## config.mk

```make
export PLATFORM = sky130hd
export DESIGN_NAME = shelf_rectangle_packer_top_flat
export DESIGN_NICKNAME = d
export VERILOG_FILES = /design/src/hdl/srp_pkg.sv /design/src/hdl/srp_req_if.sv /design/src/hdl/srp_rsp_if.sv /design/src/hdl/srp_ctrl.sv /design/src/hdl/srp_datapath.sv /design/src/hdl/shelf_rectangle_packer_top.sv /design/src/flat_wrapper.sv
export SDC_FILE = /design/constraint.sdc
export NUM_CORES = 2
export LEC_CHECK = 0
export ABC_AREA = 1
export BUFFER_PORTS_ARGS = -buffer_cell sky130_fd_sc_hd__buf_2
export CORE_MARGIN = 2
export CORE_UTILIZATION = 55
export CTS_CLUSTER_DIAMETER = 40
export CTS_CLUSTER_SIZE = 28
export DETAILED_ROUTE_END_ITERATION = 10
export MAX_ROUTING_LAYER = met4
export PLACE_DENSITY = 0.74
export SLEW_MARGIN = 10
export SYNTH_ARGS = -nofsm -noshare
export SYNTH_HDL_FRONTEND = slang
export SYNTH_HIERARCHICAL = 1
export SYNTH_SLANG_ARGS = --single-unit
```

## constraint.sdc

```tcl
create_clock -name clock -period 7.7 [get_ports clock]
set_clock_uncertainty 0.1 [all_clocks]
set_input_delay 0 -clock clock [delete_from_list [all_inputs] [get_ports clock]]
set_output_delay 0 -clock clock [all_outputs]
set_load 0.01 [all_outputs]
```

## src/hdl/srp_pkg.sv

```systemverilog
// ----------------------------------------------------------------------------
// srp_pkg
// Field widths, register codes, reset values and control structs of the
// shelf rectangle packer.
// ----------------------------------------------------------------------------
package srp_pkg;

   localparam int SCALE_BITS     = 25;
   localparam int GAP_BITS       = 8;
   localparam int SIDE_BITS      = 14;
   localparam int GLYPH_BITS     = 14;
   localparam int OUT_BITS       = 16;
   localparam int OVF_BITS       = 32;
   localparam int CSR_INDEX_BITS = 2;
   localparam int CSR_DATA_BITS  = 25;

   localparam logic [SCALE_BITS-1:0] SCALE_RESET = 25'd16777216;
   localparam logic [GAP_BITS-1:0]   GAP_RESET   = 8'd8;
   localparam logic [SIDE_BITS-1:0]  SIDE_RESET  = 14'd1024;

   typedef enum logic [CSR_INDEX_BITS-1:0] {
      CSR_SCALE = 2'd0,
      CSR_GAP   = 2'd1,
      CSR_SIDE  = 2'd2
   } csr_index_type;

   // controller -> datapath
   typedef struct packed {
      logic load;    // capture a word and its scaled products
      logic place;   // update cursors, write a non-final result
      logic mult;    // overflow products
      logic emit;    // write the final result
   } srp_cmd_type;

   // datapath -> controller
   typedef struct packed {
      logic is_last;
      logic out_free;
   } srp_stat_type;

endpackage

```

## src/hdl/srp_req_if.sv

```systemverilog
// ----------------------------------------------------------------------------
// srp_req_if
// Request channel: one unscaled glyph rectangle per word.
// ----------------------------------------------------------------------------
interface srp_req_if
   import srp_pkg::*;
   ();
   logic                  valid;
   logic                  ready;
   logic [GLYPH_BITS-1:0] glyph_width;
   logic [GLYPH_BITS-1:0] glyph_height;
   logic                  is_last;

   modport source (output valid, glyph_width, glyph_height, is_last, input ready);
   modport sink   (input valid, glyph_width, glyph_height, is_last, output ready);
endinterface

```

## src/hdl/srp_rsp_if.sv

```systemverilog
// ----------------------------------------------------------------------------
// srp_rsp_if
// Response channel: placed position and, on the final word, the overflow.
// ----------------------------------------------------------------------------
interface srp_rsp_if
   import srp_pkg::*;
   ();
   logic                       valid;
   logic                       ready;
   logic [OUT_BITS-1:0]        place_x;
   logic [OUT_BITS-1:0]        place_y;
   logic signed [OVF_BITS-1:0] overflow;
   logic                       final_flag;

   modport source (output valid, place_x, place_y, overflow, final_flag, input ready);
   modport sink   (input valid, place_x, place_y, overflow, final_flag, output ready);
endinterface

```

## src/hdl/srp_ctrl.sv

```systemverilog
// ----------------------------------------------------------------------------
// srp_ctrl
// Sequencer of the packer: accept, place, and for the final word two more
// steps for the overflow term.
// ----------------------------------------------------------------------------
module srp_ctrl
   import srp_pkg::*;
(
   input  logic         clock,
   input  logic         reset,
   input  logic         req_valid,
   output logic         req_ready,
   input  srp_stat_type stat,
   output srp_cmd_type  cmd
);

   typedef enum logic [1:0] {
      ST_IDLE,
      ST_PLACE,
      ST_MULT,
      ST_EMIT
   } state_type;

   state_type state_ff, state_in;
   logic      ready_ff, ready_in;

   always_comb begin
      state_in = state_ff;
      cmd      = '0;
      unique case (state_ff)
         ST_IDLE: begin
            if (req_valid && ready_ff) begin
               cmd.load = 1'b1;
               state_in = ST_PLACE;
            end
         end
         ST_PLACE: begin
            if (stat.is_last) begin
               cmd.place = 1'b1;
               state_in  = ST_MULT;
            end else if (stat.out_free) begin
               cmd.place = 1'b1;
               state_in  = ST_IDLE;
            end
         end
         ST_MULT: begin
            cmd.mult = 1'b1;
            state_in = ST_EMIT;
         end
         ST_EMIT: begin
            if (stat.out_free) begin
               cmd.emit = 1'b1;
               state_in = ST_IDLE;
            end
         end
         default: state_in = ST_IDLE;
      endcase
      ready_in = (state_in == ST_IDLE);
   end

   always_ff @(posedge clock) begin
      if (reset) begin
         state_ff <= ST_IDLE;
         ready_ff <= 1'b1;
      end else begin
         state_ff <= state_in;
         ready_ff <= ready_in;
      end
   end

   assign req_ready = ready_ff;

endmodule

```

## src/hdl/srp_datapath.sv

```systemverilog
// ----------------------------------------------------------------------------
// srp_datapath
// Control registers, scaling multipliers, shelf cursors, overflow arithmetic
// and the response register.
// ----------------------------------------------------------------------------
module srp_datapath
   import srp_pkg::*;
#(
   parameter int COORD_BITS      = 16,
   parameter int SCALE_FRAC_BITS = 24
) (
   input  logic                       clock,
   input  logic                       reset,
   input  srp_cmd_type                cmd,
   output srp_stat_type               stat,
   input  logic                       csr_write_enable,
   input  logic [CSR_INDEX_BITS-1:0]  csr_index,
   input  logic [CSR_DATA_BITS-1:0]   csr_write_data,
   input  logic [GLYPH_BITS-1:0]      glyph_width,
   input  logic [GLYPH_BITS-1:0]      glyph_height,
   input  logic                       is_last,
   input  logic                       rsp_ready,
   output logic                       rsp_valid,
   output logic [OUT_BITS-1:0]        place_x,
   output logic [OUT_BITS-1:0]        place_y,
   output logic signed [OVF_BITS-1:0] overflow,
   output logic                       final_flag
);

   localparam int C         = COORD_BITS;
   localparam int F         = SCALE_FRAC_BITS;
   localparam int PROD_BITS = SCALE_BITS + GLYPH_BITS;
   localparam int SW_BITS   = PROD_BITS + 1 - F;
   localparam int WIDE      = ((C > SW_BITS) ? C : SW_BITS) + 2;
   localparam int EY_BITS   = C + 2;
   localparam int TEY_BITS  = SIDE_BITS + EY_BITS;
   localparam int TT_BITS   = 2 * SIDE_BITS;
   localparam int OV_BITS   = ((WIDE > TEY_BITS) ? WIDE : TEY_BITS) + 2;

   localparam logic [C-1:0] COORD_MAX = '1;
   localparam logic signed [OV_BITS-1:0] OV_MAX = OV_BITS'(64'sd2147483647);
   localparam logic signed [OV_BITS-1:0] OV_MIN = OV_BITS'(-64'sd2147483648);

   function automatic logic [C-1:0] sat_coord(input logic [WIDE-1:0] v);
      return (v > WIDE'(COORD_MAX)) ? COORD_MAX : v[C-1:0];
   endfunction

   function automatic logic [OUT_BITS-1:0] sat_out(input logic [C-1:0] v);
      logic [WIDE-1:0] w;
      w = WIDE'(v);
      return (w > WIDE'(16'hFFFF)) ? 16'hFFFF : w[OUT_BITS-1:0];
   endfunction

   // control registers
   logic [SCALE_BITS-1:0] scale_ff;
   logic [GAP_BITS-1:0]   gap_ff;
   logic [SIDE_BITS-1:0]  side_ff;
   logic                  gap_write;

   assign gap_write = csr_write_enable && (csr_index == CSR_GAP);

   always_ff @(posedge clock) begin
      if (reset) begin
         scale_ff <= SCALE_RESET;
         gap_ff   <= GAP_RESET;
         side_ff  <= SIDE_RESET;
      end else if (csr_write_enable) begin
         unique case (csr_index)
            CSR_SCALE: scale_ff <= csr_write_data[SCALE_BITS-1:0];
            CSR_GAP:   gap_ff   <= csr_write_data[GAP_BITS-1:0];
            CSR_SIDE:  side_ff  <= csr_write_data[SIDE_BITS-1:0];
            default:   ;
         endcase
      end
   end

   // scaled products, taken with the word
   logic [PROD_BITS-1:0] prod_w_ff, prod_h_ff;
   logic                 last_ff;

   always_ff @(posedge clock) begin
      if (cmd.load) begin
         prod_w_ff <= PROD_BITS'(scale_ff) * PROD_BITS'(glyph_width);
         prod_h_ff <= PROD_BITS'(scale_ff) * PROD_BITS'(glyph_height);
      end
   end

   always_ff @(posedge clock) begin
      if (reset) begin
         last_ff <= 1'b0;
      end else if (cmd.load) begin
         last_ff <= is_last;
      end
   end

   // placement
   logic [C-1:0]       cx_ff, cy_ff, rhm_ff;
   logic [C-1:0]       cx_in, cy_in, rhm_in;
   logic [SW_BITS-1:0] sw, sh;
   logic [WIDE-1:0]    need, h, gap_w;
   logic               wrap;
   logic [C-1:0]       cx_base, cy_base, rhm_base, rhm_new, gap_c;
   logic [EY_BITS-1:0] ey;
   logic [WIDE-1:0]    ex;

   // ceiling of product / 2^F: truncate, then bump on any fraction bit
   assign sw = SW_BITS'(prod_w_ff[PROD_BITS-1:F]) + SW_BITS'(|prod_w_ff[F-1:0]);
   assign sh = SW_BITS'(prod_h_ff[PROD_BITS-1:F]) + SW_BITS'(|prod_h_ff[F-1:0]);

   assign gap_w = WIDE'(gap_ff);
   assign gap_c = C'(gap_ff);
   assign need  = WIDE'(cx_ff) + WIDE'(1) + WIDE'(sw) + gap_w;
   assign wrap  = need > WIDE'(side_ff);
   assign h     = WIDE'(sh) + WIDE'(1);

   always_comb begin
      if (wrap) begin
         cx_base  = gap_c;
         cy_base  = sat_coord(WIDE'(cy_ff) + WIDE'(rhm_ff) + gap_w);
         rhm_base = '0;
      end else begin
         cx_base  = cx_ff;
         cy_base  = cy_ff;
         rhm_base = rhm_ff;
      end
      rhm_new = (h > WIDE'(rhm_base)) ? sat_coord(h) : rhm_base;
      ex      = WIDE'(cx_base) + gap_w + WIDE'(sw);
      ey      = EY_BITS'(cy_base) + EY_BITS'(gap_ff) + EY_BITS'(rhm_new);

      cx_in  = cx_ff;
      cy_in  = cy_ff;
      rhm_in = rhm_ff;
      if (gap_write) begin
         cx_in  = C'(csr_write_data[GAP_BITS-1:0]);
         cy_in  = C'(csr_write_data[GAP_BITS-1:0]);
         rhm_in = '0;
      end else if (cmd.place) begin
         if (last_ff) begin
            cx_in  = gap_c;
            cy_in  = gap_c;
            rhm_in = '0;
         end else begin
            cx_in  = sat_coord(WIDE'(cx_base) + WIDE'(1) + WIDE'(sw) + gap_w);
            cy_in  = cy_base;
            rhm_in = rhm_new;
         end
      end
   end

   always_ff @(posedge clock) begin
      if (reset) begin
         cx_ff  <= C'(GAP_RESET);
         cy_ff  <= C'(GAP_RESET);
         rhm_ff <= '0;
      end else begin
         cx_ff  <= cx_in;
         cy_ff  <= cy_in;
         rhm_ff <= rhm_in;
      end
   end

   // final word: end position and overflow terms
   logic [OUT_BITS-1:0] px_hold_ff, py_hold_ff;
   logic [WIDE-1:0]     ex_ff;
   logic [EY_BITS-1:0]  ey_ff;
   logic [TEY_BITS-1:0] tey_ff;
   logic [TT_BITS-1:0]  tt_ff;

   always_ff @(posedge clock) begin
      if (cmd.place) begin
         px_hold_ff <= sat_out(cx_base);
         py_hold_ff <= sat_out(cy_base);
         ex_ff      <= ex;
         ey_ff      <= ey;
      end
      if (cmd.mult) begin
         tey_ff <= TEY_BITS'(side_ff) * TEY_BITS'(ey_ff);
         tt_ff  <= TT_BITS'(side_ff) * TT_BITS'(side_ff);
      end
   end

   logic signed [OV_BITS-1:0]  ov_sum;
   logic signed [OVF_BITS-1:0] ov_sat;

   assign ov_sum = $signed(OV_BITS'(ex_ff)) + $signed(OV_BITS'(tey_ff))
                 - $signed(OV_BITS'(tt_ff));

   always_comb begin
      if (ov_sum > OV_MAX) begin
         ov_sat = OVF_BITS'(OV_MAX);
      end else if (ov_sum < OV_MIN) begin
         ov_sat = OVF_BITS'(OV_MIN);
      end else begin
         ov_sat = OVF_BITS'(ov_sum);
      end
   end

   // response register
   logic                       rsp_valid_ff;
   logic [OUT_BITS-1:0]        place_x_ff, place_y_ff;
   logic signed [OVF_BITS-1:0] overflow_ff;
   logic                       final_flag_ff;
   logic                       out_free;
   logic                       write_plain;

   assign out_free    = !rsp_valid_ff || rsp_ready;
   assign write_plain = cmd.place && !last_ff;

   always_ff @(posedge clock) begin
      if (reset) begin
         rsp_valid_ff <= 1'b0;
      end else if (write_plain || cmd.emit) begin
         rsp_valid_ff <= 1'b1;
      end else if (rsp_ready) begin
         rsp_valid_ff <= 1'b0;
      end
   end

   always_ff @(posedge clock) begin
      if (write_plain) begin
         place_x_ff    <= sat_out(cx_base);
         place_y_ff    <= sat_out(cy_base);
         overflow_ff   <= '0;
         final_flag_ff <= 1'b0;
      end else if (cmd.emit) begin
         place_x_ff    <= px_hold_ff;
         place_y_ff    <= py_hold_ff;
         overflow_ff   <= ov_sat;
         final_flag_ff <= 1'b1;
      end
   end

   assign stat.is_last  = last_ff;
   assign stat.out_free = out_free;

   assign rsp_valid  = rsp_valid_ff;
   assign place_x    = place_x_ff;
   assign place_y    = place_y_ff;
   assign overflow   = overflow_ff;
   assign final_flag = final_flag_ff;

endmodule

```

## src/hdl/shelf_rectangle_packer_top.sv

```systemverilog
// A word is loaded with its scaled products, then placed; a non-final word
// waits for a free response register, a final word forms overflow products
// and is emitted when it is free. One word is in flight: each placement needs
// the previous cursor. The response register lets the next word be taken while
// a response waits. Reset (synchronous, active high): registers to their
// defaults, cursors at the gap, row height 0, no response pending.
// ----------------------------------------------------------------------------
// shelf_rectangle_packer_top
// Shelf packer for scaled glyph rectangles on a square texture.
// ----------------------------------------------------------------------------
module shelf_rectangle_packer_top
   import srp_pkg::*;
#(
   parameter int COORD_BITS      = 16,
   parameter int SCALE_FRAC_BITS = 24
) (
   input  logic                      clock,
   input  logic                      reset,
   srp_req_if.sink                   req_chan,
   srp_rsp_if.source                 rsp_chan,
   input  logic                      csr_write_enable,
   input  logic [CSR_INDEX_BITS-1:0] csr_index,
   input  logic [CSR_DATA_BITS-1:0]  csr_write_data
);

   srp_cmd_type  cmd;
   srp_stat_type stat;

   srp_ctrl u_ctrl (
      .clock     (clock),
      .reset     (reset),
      .req_valid (req_chan.valid),
      .req_ready (req_chan.ready),
      .stat      (stat),
      .cmd       (cmd)
   );

   srp_datapath #(
      .COORD_BITS      (COORD_BITS),
      .SCALE_FRAC_BITS (SCALE_FRAC_BITS)
   ) u_datapath (
      .clock            (clock),
      .reset            (reset),
      .cmd              (cmd),
      .stat             (stat),
      .csr_write_enable (csr_write_enable),
      .csr_index        (csr_index),
      .csr_write_data   (csr_write_data),
      .glyph_width      (req_chan.glyph_width),
      .glyph_height     (req_chan.glyph_height),
      .is_last          (req_chan.is_last),
      .rsp_ready        (rsp_chan.ready),
      .rsp_valid        (rsp_chan.valid),
      .place_x          (rsp_chan.place_x),
      .place_y          (rsp_chan.place_y),
      .overflow         (rsp_chan.overflow),
      .final_flag       (rsp_chan.final_flag)
   );

endmodule

```

## src/flat_wrapper.sv

```systemverilog
// flat-port wrapper written by rule: the top's interface ports become plain ports
module shelf_rectangle_packer_top_flat import srp_pkg::*;
#(
   parameter int COORD_BITS      = 16,
   parameter int SCALE_FRAC_BITS = 24
)
  (clock, reset, csr_write_enable, csr_index, csr_write_data, req_chan_valid, req_chan_glyph_width, req_chan_glyph_height, req_chan_is_last, req_chan_ready, rsp_chan_valid, rsp_chan_place_x, rsp_chan_place_y, rsp_chan_overflow, rsp_chan_final_flag, rsp_chan_ready);
  srp_req_if req_chan_i ();
  srp_rsp_if rsp_chan_i ();
  input  logic clock;
  input  logic reset;
  input  logic csr_write_enable;
  input  logic [CSR_INDEX_BITS-1:0] csr_index;
  input  logic [CSR_DATA_BITS-1:0] csr_write_data;
  input wire logic [$bits(req_chan_i.valid)-1:0] req_chan_valid;
  input wire logic [$bits(req_chan_i.glyph_width)-1:0] req_chan_glyph_width;
  input wire logic [$bits(req_chan_i.glyph_height)-1:0] req_chan_glyph_height;
  input wire logic [$bits(req_chan_i.is_last)-1:0] req_chan_is_last;
  output wire logic [$bits(req_chan_i.ready)-1:0] req_chan_ready;
  output wire logic [$bits(rsp_chan_i.valid)-1:0] rsp_chan_valid;
  output wire logic [$bits(rsp_chan_i.place_x)-1:0] rsp_chan_place_x;
  output wire logic [$bits(rsp_chan_i.place_y)-1:0] rsp_chan_place_y;
  output wire logic [$bits(rsp_chan_i.overflow)-1:0] rsp_chan_overflow;
  output wire logic [$bits(rsp_chan_i.final_flag)-1:0] rsp_chan_final_flag;
  input wire logic [$bits(rsp_chan_i.ready)-1:0] rsp_chan_ready;
  assign req_chan_i.valid = req_chan_valid;
  assign req_chan_i.glyph_width = req_chan_glyph_width;
  assign req_chan_i.glyph_height = req_chan_glyph_height;
  assign req_chan_i.is_last = req_chan_is_last;
  assign req_chan_ready = req_chan_i.ready;
  assign rsp_chan_valid = rsp_chan_i.valid;
  assign rsp_chan_place_x = rsp_chan_i.place_x;
  assign rsp_chan_place_y = rsp_chan_i.place_y;
  assign rsp_chan_overflow = rsp_chan_i.overflow;
  assign rsp_chan_final_flag = rsp_chan_i.final_flag;
  assign rsp_chan_i.ready = rsp_chan_ready;
  shelf_rectangle_packer_top #(.COORD_BITS(COORD_BITS), .SCALE_FRAC_BITS(SCALE_FRAC_BITS)) u_core (.clock(clock), .reset(reset), .req_chan(req_chan_i), .rsp_chan(rsp_chan_i), .csr_write_enable(csr_write_enable), .csr_index(csr_index), .csr_write_data(csr_write_data));
endmodule
```

==> out/qor.yml <==
drt_wl_total_mm: 163
rsz0062_at_grt: "true"
drtIter0Drc: 3524
hp-class: "in2reg"
synthToLayoutAreaGrowth_pct: 14.5
synth-seq-cells: 370
setup_viol: 33
cts_buffer_depth: 3
die_w_um: 330
slew-limit-headroom_pct: 16.5
drtPass1Iterations: 9
cp-start-kind: "flip-flop"
seq_area_frac_synth_pct: 16.7
fin_crit_ns: 8.49
htreeDepth: 2
power_density_nw_per_um2: 273
vias: 48600
critical_path_arrival_ns: 8.78
clock_latency_ns: 0.64
r2r_setup_slack_ns: -0.79
crit_required_ns: 7.99
setup-tns-final_ns: -13.30
clock-sinks: 370
cp_max_fo: 7
nFillCells: 8954
post_drt_wl_per_cell_um: 18.0
cts_inserted_buffers: 59
fin_ws_ns: -0.788
synth_compound_area_share_pct: 6.83
fin_cells: 9020
cts.clk_slew.worst_paths_ns: 0.06
vdd_drop_max_mv: 0.251
drc: 20
worst_slew_pin_slew_ns: 1.25
tritoncts: "yes"
slowest_stage: "fa_1"
setup.worst_path.class: "reg2reg"
grt_pass1_vias: 49800
yosysWarningCount: 6
highest_layer: "met4"
synth_top_area_share_pct: 31.0
mappedNetlistArea_sq_um: 58500
crit_path_max_incr_delay_ns: 0.56
initial_core_util_pct: 55.5
synthCells: 7222
fin_nets: 9109
rows: 119
fp.dieArea_sq_um: 109000
wl_met1_mm: 67.8
dr_wl_met3_mm: 12.3
grt_antenna_before_repair: 3
core_sq_um: 105000
grt_pass1_wl_mm: 258
drive_gt1_share_pct: 12.0
die_h_um: 330
grt_start_max_net_pins: 81
ant_nets: 0
io_pins: 128
maxCapViolCount: 0
synth-simple-area-share_pct: 17.1
routed_via_density: 5.38
portBuffers: 127
pre_cts_ws_ns: -0.962
ys_types: 54
min_period_over_period_pct: 110
report.power.total_mw: 18.3
synthesis.nets: 8754
dp_hpwl_mm: 130
globalplace.congestion: 0.999
grt_overflow_total: 0
crit_path_end_kind: "flip-flop"
final_hold_viol_count: 0
synthTopCellsByArea: "fa_1 (31%), edfxtp_1 (12%), ha_1 (12%)"
yosysTopAreaCell: "fa_1"
synth_fa_ha_area_share_pct: 43.1
worst_hold_slack_ns: 0.0671
slew_violations: 0
p_leak_nw: 36.0
cp_common_cell: "ha_4"
dp_cells: 8799
outcome: "complete, but fails checks"
synthMuxAreaShare_pct: 0
syn_area_per_cell_sq_um: 8.10
root_buffer: "clkbuf_16"
synthXorXnorAreaFrac_pct: 3.70
violations: "design-rule violations, negative setup slack"
synth_top_family_by_area: "adder cells"
met2_length_mm: 77.2
fmax_mhz: 118
grt_usage_pct: 30.9
==> critical path, delay by kind of cell, from the launching register on <==
| kind | cells | cell delay [ns] |
|---|---|---|
| buffers and inverters | 6 | 0.60 |
| flip-flops | 1 | 0.40 |
| AO/OA/AOI/OAI | 7 | 1.04 |
| adder cells (fa/ha/maj) | 9 | 2.86 |
| AND/OR/NAND/NOR | 27 | 3.00 |
| XOR/XNOR | 2 | 0.23 |
==> layout by cell type, fill, tap and decap left out, drive strengths merged, types with 8 or more instances in the layout <==
cell,instances
a21o,24
a21oi,349
a31oi,37
and2,13
buf,515
clkbuf,65
clkinv,22
dfxtp,133
dlygate4sd3,57
edfxtp,237
fa,905
ha,566
inv,1670
nand2,1886
nand3,161
nand4,28
nor2,309
nor3,36
nor4,22
o211ai,10
o21a,17
o21ai,227
o21bai,18
or2,8
xnor2,79
xor2,168
==> final timing paths <==
kind | startpoint | depth (start not counted) | to
min reg2reg | u_core/u_datapath/overflow[31] | 2 | u_core/u_datapath/overflow[31]
max | u_core/u_datapath/prod_w_ff[1] | 51 | u_core/u_datapath/ey_ff[17]
max reg2reg | u_core/u_datapath/prod_w_ff[1] | 51 | u_core/u_datapath/ey_ff[17]
min | csr_write_data[14] | 4 | u_core/u_datapath/scale_ff[14]
==> layout make-up <==
class	count	area (sq um)	area share, %
Tap cell	1391	1740	2.60
Clock inverter	48	564	0.843
Timing Repair Buffer	574	4280	6.39
Clock buffer	63	1500	2.24
Timing Repair inverter	1	16.3	0.0243
Antenna cell	2	5.00	0.00747
Multi-Input combinational cell	4917	42900	64.0
Sequential cell	370	9780	14.6
Inverter	1654	6230	9.30
==> Yosys cell counts (all sizes together) <==
library cell	number
o21ai	227
edfxtp	237
or2	8
a221oi	5
o221ai	3
and3	7
nor2	309
inv	1652
nor3b	1
xor2	168
nor3	36
dfxtp	133
xnor2	79
nor4b	1
a21o	24
a211oi	4
o31ai	5
nand3b	6
o21bai	18
clkbuf	244
a311oi	1
clkinv	2
o21a	17
nor4	22
a21boi	7
nand4	28
buf	37
o211ai	10
nand2	1886
o22ai	7
fa	905
nand3	161
o2111ai	7
ha	566
a21oi	349
a31oi	37
and2	13
==> stage by stage <==
step / cell area [sq um] / util (%)
3_5_place_dp: 62600 / 59.4
6_report: 67000 / 63.5
5_1_grt: 67000 / 63.5
4_1_cts: 65900 / 62.5
3_3_place_gp: 62600 / 59.4
2_1_floorplan: 58800 / -
==> cell families after synthesis <==
kind of cell,Yosys count
AO/OA/AOI/OAI,721
XOR/XNOR,247
adder cells (fa/ha/maj),1471
buffers and inverters,1935
flip-flops,370
AND/OR/NAND/NOR,2478
==> state kept, by name, indices dropped and copies added (netlist names) <==
signal and count:
u_core/u_datapath/rhm_ff 16, u_core/u_datapath/gap_ff 8, u_core/u_datapath/ex_ff 18, u_core/u_datapath/rsp_valid 1
u_core/u_datapath/py_hold_ff 16, u_core/u_datapath/px_hold_ff 16, u_core/u_datapath/tt_ff 27, u_core/u_ctrl/state_ff 2
u_core/u_ctrl/req_ready 1, u_core/u_datapath/final_flag 1, u_core/u_datapath/overflow 32, u_core/u_datapath/prod_h_ff 39
u_core/u_datapath/cy_ff 16, u_core/u_datapath/side_ff 14, u_core/u_datapath/place_y 16, u_core/u_datapath/prod_w_ff 39
u_core/u_datapath/tey_ff 32, u_core/u_datapath/scale_ff 25, u_core/u_datapath/cx_ff 16, u_core/u_datapath/place_x 16
u_core/u_datapath/ey_ff 18, u_core/u_datapath/last_ff 1
==> routing by layer <==
layer  global-route usage [%]  up-vias
li1                         -    22600
met1                     40.3    23800
met2                     50.1     1835
met3                     4.22      327
met4                     9.66        0
met5                        -        -
==> timing repair <==
action | CTS | global route
endpoints found under the hold margin | 70 | 0
resized for setup | 95 | 172
setup endpoints to repair | 46 | 50
cloned | 1 | 3
hold buffers | 57 | 0
setup buffers | 28 | 23
pin swaps | 54 | 86
==> power breakdown <==
part / leakage, nW / switching [mW] / internal, mW
Clock: 0.999 / 1.10 / 1.63
Combinational: 31.6 / 7.26 / 5.05
Sequential: 3.31 / 0.466 / 2.77
Power figures use the tool's default switching activity.
